$ cat config.mk
export PLATFORM = sky130hd
export DESIGN_NAME = vertex_2d_transform
export DESIGN_NICKNAME = d
export VERILOG_FILES = /design/src/hdl/v2dt_pkg.sv /design/src/hdl/vertex_2d_transform.sv
export SDC_FILE = /design/constraint.sdc
export NUM_CORES = 2
export LEC_CHECK = 0
export BUFFER_PORTS_ARGS = -buffer_cell sky130_fd_sc_hd__clkbuf_2
export CAP_MARGIN = 15
export CORE_MARGIN = 10
export CORE_UTILIZATION = 65
export CTS_BUF_LIST = sky130_fd_sc_hd__clkbuf_16
export CTS_CLUSTER_DIAMETER = 120
export CTS_CLUSTER_SIZE = 16
export DETAILED_ROUTE_END_ITERATION = 7
export MAX_ROUTING_LAYER = met4
export PLACE_DENSITY = 0.89
export SYNTH_ARGS = -nofsm -noshare
export SYNTH_HDL_FRONTEND = slang
export SYNTH_SLANG_ARGS = --single-unit
$ cat constraint.sdc
create_clock -name clk -period 27.4 [get_ports clk]
set_input_delay 1.37 -clock clk [delete_from_list [all_inputs] [get_ports clk]]
set_output_delay 1.37 -clock clk [all_outputs]
set_load 0.01 [all_outputs]
$ cat src/hdl/v2dt_pkg.sv
// v2dt_pkg: shared types, codes and constants for the 2D vertex transform.
// Holds the quarter-wave sine table (16 fraction bits) and the angle folding
// helper. No dependencies.
package v2dt_pkg;

	// Transform mode codes
	typedef enum logic [2:0] {
		MODE_TRANSLATE = 3'd0,
		MODE_ROTATE    = 3'd1,
		MODE_SCALE     = 3'd2,
		MODE_REFLECT_X = 3'd3,
		MODE_REFLECT_Y = 3'd4
	} mode_t;

	// Configuration register indexes
	typedef enum logic [2:0] {
		REG_MODE     = 3'd0,
		REG_OFFSET_X = 3'd1,
		REG_OFFSET_Y = 3'd2,
		REG_SCALE_X  = 3'd3,
		REG_SCALE_Y  = 3'd4,
		REG_ANGLE    = 3'd5,
		REG_SCREEN_X = 3'd6,
		REG_SCREEN_Y = 3'd7
	} reg_idx_t;

	localparam int REG_IDX_BITS = 3;
	localparam int CFG_BITS     = 12;
	localparam int MODE_BITS    = 3;
	localparam int OFFSET_BITS  = 12;
	localparam int SCALE_BITS   = 8;
	localparam int ANGLE_BITS   = 9;
	localparam int SCREEN_BITS  = 12;
	localparam int OUT_BITS     = 16;
	localparam int OUT_MAX      = 32767;
	localparam int OUT_MIN      = -32768;

	localparam logic [SCALE_BITS-1:0]  SCALE_RESET    = 8'd1;
	localparam logic [SCREEN_BITS-1:0] SCREEN_X_RESET = 12'd639;
	localparam logic [SCREEN_BITS-1:0] SCREEN_Y_RESET = 12'd479;

	localparam int SIN_Q16_BITS = 17;
	localparam int SIN_IDX_BITS = 7;

	// round(65536 * sin(d degrees)) for d = 0..90
	localparam logic [SIN_Q16_BITS-1:0] SIN_Q16 [0:90] = '{
		17'd0,     17'd1144,  17'd2287,  17'd3430,  17'd4572,  17'd5712,  17'd6850,
		17'd7987,  17'd9121,  17'd10252, 17'd11380, 17'd12505, 17'd13626, 17'd14742,
		17'd15855, 17'd16962, 17'd18064, 17'd19161, 17'd20252, 17'd21336, 17'd22415,
		17'd23486, 17'd24550, 17'd25607, 17'd26656, 17'd27697, 17'd28729, 17'd29753,
		17'd30767, 17'd31772, 17'd32768, 17'd33754, 17'd34729, 17'd35693, 17'd36647,
		17'd37590, 17'd38521, 17'd39441, 17'd40348, 17'd41243, 17'd42126, 17'd42995,
		17'd43852, 17'd44695, 17'd45525, 17'd46341, 17'd47143, 17'd47930, 17'd48703,
		17'd49461, 17'd50203, 17'd50931, 17'd51643, 17'd52339, 17'd53020, 17'd53684,
		17'd54332, 17'd54963, 17'd55578, 17'd56175, 17'd56756, 17'd57319, 17'd57865,
		17'd58393, 17'd58903, 17'd59396, 17'd59870, 17'd60326, 17'd60764, 17'd61183,
		17'd61584, 17'd61966, 17'd62328, 17'd62672, 17'd62997, 17'd63303, 17'd63589,
		17'd63856, 17'd64104, 17'd64332, 17'd64540, 17'd64729, 17'd64898, 17'd65048,
		17'd65177, 17'd65287, 17'd65376, 17'd65446, 17'd65496, 17'd65526, 17'd65536
	};

	// Sign and first-quadrant index of an angle in 0..359
	typedef struct packed {
		logic                    neg;
		logic [SIN_IDX_BITS-1:0] idx;
	} fold_t;

	function automatic fold_t fold_angle(input logic [ANGLE_BITS-1:0] deg);
		fold_t                 f;
		logic [ANGLE_BITS-1:0] d;
		f.neg = (deg >= ANGLE_BITS'(180));
		d     = f.neg ? deg - ANGLE_BITS'(180) : deg;
		f.idx = (d > ANGLE_BITS'(90)) ? SIN_IDX_BITS'(ANGLE_BITS'(180) - d)
		                              : SIN_IDX_BITS'(d);
		return f;
	endfunction

endpackage

$ cat src/hdl/vertex_2d_transform.sv
// vertex_2d_transform: four-stage pipeline that translates, rotates, scales or
// reflects one vertex per cycle while out_ready is high. Depends on v2dt_pkg.
//
// Usage:
//   Configure through cfg_we / cfg_index / cfg_data while no request is in
//   flight; registers take effect for the next vertex accepted.
//   Vertices enter on in_valid / in_ready and leave on out_valid / out_ready,
//   one result per request, in order, with last_out copied from last_vertex.
//   Throughput is one vertex per cycle while out_ready is high. The stages
//   are: trig lookup and operand select, the four multipliers, the rotation
//   sums, then round rotation results toward zero and saturate into the
//   output register.
//   When out_ready is low the pipeline keeps accepting until every stage is
//   full, collapsing bubbles; no request is dropped or repeated.
//   Reset clears all stage valid bits and loads the register reset values:
//   translate mode, zero offsets, unit scale, zero angle, screen 639 x 479.
//   The block is ready for requests in the first cycle after reset.
module vertex_2d_transform #(
	parameter int COORD_BITS         = 12,
	parameter int TRIG_FRACTION_BITS = 14
) (
	input  logic                                       clk,
	input  logic                                       arst_n,
	// configuration port
	input  logic                                       cfg_we,
	input  logic [v2dt_pkg::REG_IDX_BITS-1:0]          cfg_index,
	input  logic [v2dt_pkg::CFG_BITS-1:0]              cfg_data,
	// vertex requests
	input  logic                                       in_valid,
	output logic                                       in_ready,
	input  logic signed [COORD_BITS-1:0]               vertex_x,
	input  logic signed [COORD_BITS-1:0]               vertex_y,
	input  logic                                       last_vertex,
	// results
	output logic                                       out_valid,
	input  logic                                       out_ready,
	output logic signed [v2dt_pkg::OUT_BITS-1:0]       new_x,
	output logic signed [v2dt_pkg::OUT_BITS-1:0]       new_y,
	output logic                                       last_out,
	output logic                                       saturated
);
	import v2dt_pkg::*;

	localparam int F    = TRIG_FRACTION_BITS;
	localparam int SH   = 16 - F;
	localparam int RND  = (SH == 0) ? 0 : (1 << (SH - 1));
	localparam int MAGW = F + 1;
	localparam int CW   = F + 2;
	localparam int PW   = COORD_BITS + CW;
	localparam int W    = PW + 1;

	localparam logic signed [W-1:0] SAT_HI = W'(OUT_MAX);
	localparam logic signed [W-1:0] SAT_LO = W'(OUT_MIN);
	localparam logic signed [W-1:0] BIAS   = W'((1 << F) - 1);

	// Configuration registers
	logic [MODE_BITS-1:0]          mode_q;
	logic signed [OFFSET_BITS-1:0] offset_x_q;
	logic signed [OFFSET_BITS-1:0] offset_y_q;
	logic signed [SCALE_BITS-1:0]  scale_x_q;
	logic signed [SCALE_BITS-1:0]  scale_y_q;
	logic [ANGLE_BITS-1:0]         angle_q;
	logic [SCREEN_BITS-1:0]        screen_x_q;
	logic [SCREEN_BITS-1:0]        screen_y_q;

	// Write configuration
	always_ff @(posedge clk or negedge arst_n) begin
		if (!arst_n) begin
			mode_q     <= MODE_TRANSLATE;
			offset_x_q <= '0;
			offset_y_q <= '0;
			scale_x_q  <= SCALE_RESET;
			scale_y_q  <= SCALE_RESET;
			angle_q    <= '0;
			screen_x_q <= SCREEN_X_RESET;
			screen_y_q <= SCREEN_Y_RESET;
		end else if (cfg_we) begin
			unique case (cfg_index)
				REG_MODE:     mode_q     <= cfg_data[MODE_BITS-1:0];
				REG_OFFSET_X: offset_x_q <= cfg_data[OFFSET_BITS-1:0];
				REG_OFFSET_Y: offset_y_q <= cfg_data[OFFSET_BITS-1:0];
				REG_SCALE_X:  scale_x_q  <= cfg_data[SCALE_BITS-1:0];
				REG_SCALE_Y:  scale_y_q  <= cfg_data[SCALE_BITS-1:0];
				REG_ANGLE:    angle_q    <= cfg_data[ANGLE_BITS-1:0];
				REG_SCREEN_X: screen_x_q <= cfg_data[SCREEN_BITS-1:0];
				REG_SCREEN_Y: screen_y_q <= cfg_data[SCREEN_BITS-1:0];
				default:      mode_q     <= mode_q;
			endcase
		end
	end

	// Stage valid bits and flow control
	logic v_s1, v_s2, v_s3, v_s4;
	logic rdy_s1, rdy_s2, rdy_s3, rdy_s4;

	assign rdy_s4   = !v_s4 || out_ready;
	assign rdy_s3   = !v_s3 || rdy_s4;
	assign rdy_s2   = !v_s2 || rdy_s3;
	assign rdy_s1   = !v_s1 || rdy_s2;
	assign in_ready = rdy_s1;

	always_ff @(posedge clk or negedge arst_n) begin
		if (!arst_n) begin
			v_s1 <= 1'b0;
			v_s2 <= 1'b0;
			v_s3 <= 1'b0;
			v_s4 <= 1'b0;
		end else begin
			if (rdy_s1) v_s1 <= in_valid;
			if (rdy_s2) v_s2 <= v_s1;
			if (rdy_s3) v_s3 <= v_s2;
			if (rdy_s4) v_s4 <= v_s3;
		end
	end

	// Stage 1: sine and cosine from the angle register, and multiplier operand select
	logic [ANGLE_BITS-1:0]   ang_w;
	logic [ANGLE_BITS:0]     cos_sum;
	logic [ANGLE_BITS-1:0]   cos_deg;
	fold_t                   sin_f, cos_f;
	logic [SIN_Q16_BITS:0]   sin_rnd, cos_rnd;
	logic [MAGW-1:0]         sin_mag, cos_mag;
	logic signed [CW-1:0]    sin_c, cos_c;
	logic signed [CW-1:0]    ca_c, cb_c;

	always_comb begin
		ang_w   = (angle_q >= ANGLE_BITS'(360)) ? angle_q - ANGLE_BITS'(360) : angle_q;
		cos_sum = (ANGLE_BITS + 1)'(ang_w) + (ANGLE_BITS + 1)'(90);
		cos_deg = (cos_sum >= (ANGLE_BITS + 1)'(360))
		        ? ANGLE_BITS'(cos_sum - (ANGLE_BITS + 1)'(360))
		        : ANGLE_BITS'(cos_sum);
		sin_f   = fold_angle(ang_w);
		cos_f   = fold_angle(cos_deg);
		sin_rnd = (SIN_Q16_BITS + 1)'(SIN_Q16[sin_f.idx]) + (SIN_Q16_BITS + 1)'(RND);
		cos_rnd = (SIN_Q16_BITS + 1)'(SIN_Q16[cos_f.idx]) + (SIN_Q16_BITS + 1)'(RND);
		sin_mag = sin_rnd[SH +: MAGW];
		cos_mag = cos_rnd[SH +: MAGW];
		sin_c   = sin_f.neg ? -$signed(CW'(sin_mag)) : $signed(CW'(sin_mag));
		cos_c   = cos_f.neg ? -$signed(CW'(cos_mag)) : $signed(CW'(cos_mag));
		// scale shares the x*ca and y*cb multipliers
		if (mode_q == MODE_SCALE) begin
			ca_c = CW'(scale_x_q);
			cb_c = CW'(scale_y_q);
		end else begin
			ca_c = cos_c;
			cb_c = cos_c;
		end
	end

	logic signed [COORD_BITS-1:0] x_s1, y_s1;
	logic                         last_s1;
	logic [MODE_BITS-1:0]         mode_s1;
	logic signed [CW-1:0]         ca_s1, cb_s1, sn_s1;

	always_ff @(posedge clk) begin
		if (rdy_s1) begin
			x_s1    <= vertex_x;
			y_s1    <= vertex_y;
			last_s1 <= last_vertex;
			mode_s1 <= mode_q;
			ca_s1   <= ca_c;
			cb_s1   <= cb_c;
			sn_s1   <= sin_c;
		end
	end

	// Stage 2: products, plus translate and reflect results
	logic signed [W-1:0] sx_c, sy_c;

	always_comb begin
		sx_c = W'(x_s1);
		sy_c = W'(y_s1);
		unique case (mode_s1)
			MODE_TRANSLATE: begin
				sx_c = W'(x_s1) + W'(offset_x_q);
				sy_c = W'(y_s1) + W'(offset_y_q);
			end
			MODE_REFLECT_X: sy_c = $signed(W'(screen_y_q)) - W'(y_s1);
			MODE_REFLECT_Y: sx_c = $signed(W'(screen_x_q)) - W'(x_s1);
			default: begin
				sx_c = W'(x_s1);
				sy_c = W'(y_s1);
			end
		endcase
	end

	logic signed [PW-1:0]  p0_s2, p1_s2, p2_s2, p3_s2;
	logic signed [W-1:0]   sx_s2, sy_s2;
	logic                  last_s2;
	logic [MODE_BITS-1:0]  mode_s2;

	always_ff @(posedge clk) begin
		if (rdy_s2) begin
			p0_s2   <= PW'(x_s1) * PW'(ca_s1);
			p1_s2   <= PW'(y_s1) * PW'(sn_s1);
			p2_s2   <= PW'(y_s1) * PW'(cb_s1);
			p3_s2   <= PW'(x_s1) * PW'(sn_s1);
			sx_s2   <= sx_c;
			sy_s2   <= sy_c;
			last_s2 <= last_s1;
			mode_s2 <= mode_s1;
		end
	end

	// Stage 3: rotation sums and result select
	logic signed [W-1:0] vx_c, vy_c;

	always_comb begin
		unique case (mode_s2)
			MODE_ROTATE: begin
				vx_c = W'(p0_s2) + W'(p1_s2);
				vy_c = W'(p2_s2) - W'(p3_s2);
			end
			MODE_SCALE: begin
				vx_c = W'(p0_s2);
				vy_c = W'(p2_s2);
			end
			default: begin
				vx_c = sx_s2;
				vy_c = sy_s2;
			end
		endcase
	end

	logic signed [W-1:0] vx_s3, vy_s3;
	logic                rot_s3, last_s3;

	always_ff @(posedge clk) begin
		if (rdy_s3) begin
			vx_s3   <= vx_c;
			vy_s3   <= vy_c;
			rot_s3  <= (mode_s2 == MODE_ROTATE);
			last_s3 <= last_s2;
		end
	end

	// Stage 4: drop fraction bits toward zero for rotation, then saturate
	logic signed [W-1:0]        tx_c, ty_c;
	logic signed [OUT_BITS-1:0] ox_c, oy_c;
	logic                       clip_x, clip_y;

	always_comb begin
		tx_c = rot_s3 ? ((vx_s3 + (vx_s3[W-1] ? BIAS : W'(0))) >>> F) : vx_s3;
		ty_c = rot_s3 ? ((vy_s3 + (vy_s3[W-1] ? BIAS : W'(0))) >>> F) : vy_s3;

		clip_x = 1'b1;
		if (tx_c > SAT_HI)      ox_c = OUT_BITS'(OUT_MAX);
		else if (tx_c < SAT_LO) ox_c = OUT_BITS'(OUT_MIN);
		else begin
			ox_c   = tx_c[OUT_BITS-1:0];
			clip_x = 1'b0;
		end

		clip_y = 1'b1;
		if (ty_c > SAT_HI)      oy_c = OUT_BITS'(OUT_MAX);
		else if (ty_c < SAT_LO) oy_c = OUT_BITS'(OUT_MIN);
		else begin
			oy_c   = ty_c[OUT_BITS-1:0];
			clip_y = 1'b0;
		end
	end

	logic signed [OUT_BITS-1:0] x_s4, y_s4;
	logic                       last_s4, sat_s4;

	always_ff @(posedge clk) begin
		if (rdy_s4) begin
			x_s4    <= ox_c;
			y_s4    <= oy_c;
			last_s4 <= last_s3;
			sat_s4  <= clip_x || clip_y;
		end
	end

	assign out_valid = v_s4;
	assign new_x     = x_s4;
	assign new_y     = y_s4;
	assign last_out  = last_s4;
	assign saturated = sat_s4;

	// Checks
	logic [2:0] occ;
	logic       acc_in, acc_out;

	assign occ     = 3'(v_s1) + 3'(v_s2) + 3'(v_s3) + 3'(v_s4);
	assign acc_in  = in_valid && in_ready;
	assign acc_out = out_valid && out_ready;

	// requests in flight change only by acceptance and delivery
	assert property (@(posedge clk) disable iff (!arst_n)
		$past(arst_n) |-> occ == $past(occ) + 3'($past(acc_in)) - 3'($past(acc_out)))
		else $error("pipeline occupancy lost or duplicated a request");

	// input stalls only with every stage full
	assert property (@(posedge clk) disable iff (!arst_n)
		!in_ready |-> (v_s1 && v_s2 && v_s3 && v_s4))
		else $error("input stalled with a free stage");

	// a clipped result sits at a range bound
	assert property (@(posedge clk) disable iff (!arst_n)
		(out_valid && saturated) |->
		(new_x == OUT_BITS'(OUT_MAX) || new_x == OUT_BITS'(OUT_MIN) ||
		 new_y == OUT_BITS'(OUT_MAX) || new_y == OUT_BITS'(OUT_MIN)))
		else $error("saturated flag without a bound value");

	// zero angle gives unit cosine and zero sine
	assert property (@(posedge clk) disable iff (!arst_n)
		(angle_q == '0) |-> (cos_c == $signed(CW'(1 << F)) && sin_c == '0))
		else $error("trig lookup wrong at zero angle");

endmodule
==> impl_metrics.ini <==
[yosys]
yosys_warnings = 0
yosys-top-cells-area = fa_1, edfxtp_1, ha_1
synth-main-ff-cell = edfxtp_1
syn_inst = 5849
synth-seq-cells = 394
synth_fp_nets = 7003
syn_area_um2 = 54200
yosysUniqueCellTypes = 113
syn_avg_cell_area_um2 = 9.26
synth_top_cell_by_area = fa_1
yosysTopAreaCellShare_pct = 26.5
synth-async-reset-ratio_pct = 20.3
ys_seq_area_share_pct = 21.1
synth_edf_count = 314

[worst_setup_path]
cp_slowest_stage_delay_ns = 0.82
r2r_slack_ns = 16.65
crit_cells = 32
worstRegToRegCells = 32
startpoint = angle_q[3]
reg2reg_to = ca_s1[9]
cpMaxStageDelayCell = mux2_1
cp_data_required_time_ns = 27.75
path_buf_inv = 4
setup.worst_path.end = ca_s1[9]
reg2reg_from = angle_q[3]
path_delay_family = compound AO/OA/AOI/OAI gates
critPathCaptureType = flop
critical_path_arrival_ns = 11.10
path_class = flop to flop
timing.critical_path.from_type = flop
worstPathMaxFanout = 29
cpMostUsedCell = ha_1

[finish]
fin_nets = 6897
fillCellCount = 5954
area_delta_synth_final_pct = 3.79
regArea_um2 = 11500
drive_gt1_share_pct = 6.50
multiInputGateArea_um2 = 38100

[drt]
wire_per_inst_um = 22.7
ant_nets = 0
drt_iter0_drc = 4910
dr.pass1.iters = 6
vias = 44000
wl_met1_mm = 56.9
met3_wirelength_mm = 17.2
finalWirelength_mm = 156
vias_per_cell = 6.42
routed-wl-met2_mm = 70.6
drc = 0
highest_layer = met4

[floorplan]
rows = 105
start_util_pct = 65.8
die_y_um = 309
coreArea_um2 = 82400
die_area_um2 = 95300
io_pins = 81
die_w_um = 309

[grt]
grt_max_degree = 80
grt_usage_pct = 33.8
overflow = 0
grt_pass1_wl_mm = 247
antenna_found_initial = 7
grt_pass1_vias = 45400

[timing]
worst_slew_pin_slew_ns = 1.16
max_slew_margin_pct = 22.1
finClkSkew_ns = 0.0509
timing.final.crit_share_pct = 39.2
setup_viol = 0
fin_setup_tns_ns = 0
rsz0062_at_grt = false
finalHoldViolations = 0
finalMaxSlewViolations = 0
fmax_mhz = 93.1
min_period_ns = 10.75

[clock_tree]
holdBufCountCts = 0
post_cts_buffers = 0
cts_tree = done
clock_latency_ns = 0.65
root_buffer = clkbuf_16
cts_buffers = 29
cts.sinks = 394
htree_levels = 1
cts.clk_slew.worst_paths_ns = 0.08
clk_path_buf_depth = 3
cts.repair.resized = 0

[placed_design]
post-dp-hpwl_mm = 116
io_buffers = 80
gp_congestion = 1.05

[status]
run_status = finished, final reports clean

[run]
drv_cap = 0

[hold_path]
hp-class = flop to flop
==> cell usage after synthesis (all sizes together), types with 62 or more instances <==
| library cell | number |
|---|---|
| mux2 | 83 |
| fa | 718 |
| clkbuf | 253 |
| xnor2 | 208 |
| ha | 391 |
| a21o | 70 |
| and2 | 296 |
| nand2b | 81 |
| o21ai | 310 |
| nand3 | 80 |
| nor2 | 249 |
| nor3 | 69 |
| a21oi | 236 |
| inv | 929 |
| dfrtp | 62 |
| nand2 | 691 |
| edfxtp | 314 |
==> final cells by class <==
cell class	instances	area share, %
Timing Repair Buffer	160	1.78
Tap cell	1070	2.38
Inverter	930	6.21
Antenna cell	6	0.0267
Sequential cell	394	20.4
Clock buffer	29	1.29
Clock inverter	25	0.200
Multi-Input combinational cell	4228	67.7
==> layer usage <==
layer | up-vias | track usage (%)
met4 | 0 | 19.1
met5 | - | -
li1 | 19100 | -
met2 | 2687 | 52.4
met3 | 639 | 6.63
met1 | 21500 | 41.3
==> state kept, by name, indices dropped and copies added, names as in the netlist, 14 cells and up <==
signal  flops
p1_s2      28
cb_s1      16
p0_s2      28
vx_s3      29
new_y      16
vy_s3      29
p2_s2      28
p3_s2      28
sx_s2      14
sy_s2      14
sn_s1      16
ca_s1      16
new_x      16
==> placed cells by master (no fill, tap or decap), drive strengths merged, types with 28 or more instances in the layout <==
cell / synthesis / final
a211oi: 36 / 36
a21boi: 43 / 43
a21o: 70 / 70
a21oi: 236 / 236
a22oi: 41 / 41
a31oi: 43 / 43
and2: 296 / 296
buf: 44 / 81
clkbuf: 253 / 108
dfrtp: 62 / 62
edfxtp: 314 / 314
fa: 718 / 718
ha: 391 / 391
inv: 929 / 953
mux2: 83 / 83
nand2: 691 / 691
nand2b: 81 / 81
nand3: 80 / 80
nor2: 249 / 249
nor3: 69 / 69
nor4: 28 / 28
o211ai: 39 / 39
o21ai: 310 / 310
o21bai: 33 / 33
o31ai: 30 / 30
xnor2: 208 / 208
xor2: 50 / 50
==> worst register-to-register path, delay by kind of cell (launching register included) <==
kind                     cells  cell delay [ns]
AO/OA/AOI/OAI               11             3.22
XOR/XNOR                     2             0.70
adder cells (fa/ha/maj)      4             1.16
buffers and inverters        4             0.95
flip-flops                   1             0.54
multiplexers                 2             1.10
AND/OR/NAND/NOR              9             2.80
==> cells by family (layout without fill, tap and decap cells) <==
logic type	after synthesis	count (layout)	share of synthesized area [%]
and+or+nand+nor	1650	1650	14.7
buffers and inverters	1227	1144	8.65
adders and majority gates	1109	1109	35.6
AOI/OAI and AO/OA	1100	1100	13.4
DFF	394	394	21.1
xor gates and xnor gates	260	260	4.27
muxes	109	109	2.24
other	0	6	0
==> worst min-delay path by stage <==
stage | start | endpoint | depth (start not counted)
5_1_grt | last_s2 | last_s3 | 0
2_1_floorplan | last_s3 | last_out | 0
6_report | last_s2 | last_s3 | 0
4_1_cts | last_s2 | last_s3 | 0
3_5_place_dp | last_s2 | last_s3 | 0
3_3_place_gp | last_s3 | last_out | 0
==> through the flow <==
stage	instances	instance area [um^2]	hold slack, ns	utilization (%)	setup slack [ns]
floorplan	5849	54200	0.400	-	18.78
global placement	6782	55400	0.407	67.2	17.03
detailed placement	6782	55400	0.410	67.2	16.94
CTS	6836	56200	0.426	68.3	16.86
global route	6840	56200	0.444	68.3	15.99
finish	6842	56200	0.428	68.3	16.65
Power is not shown: default switching activity piles up to over one toggle a cycle in this logic, so the estimate is an artifact.
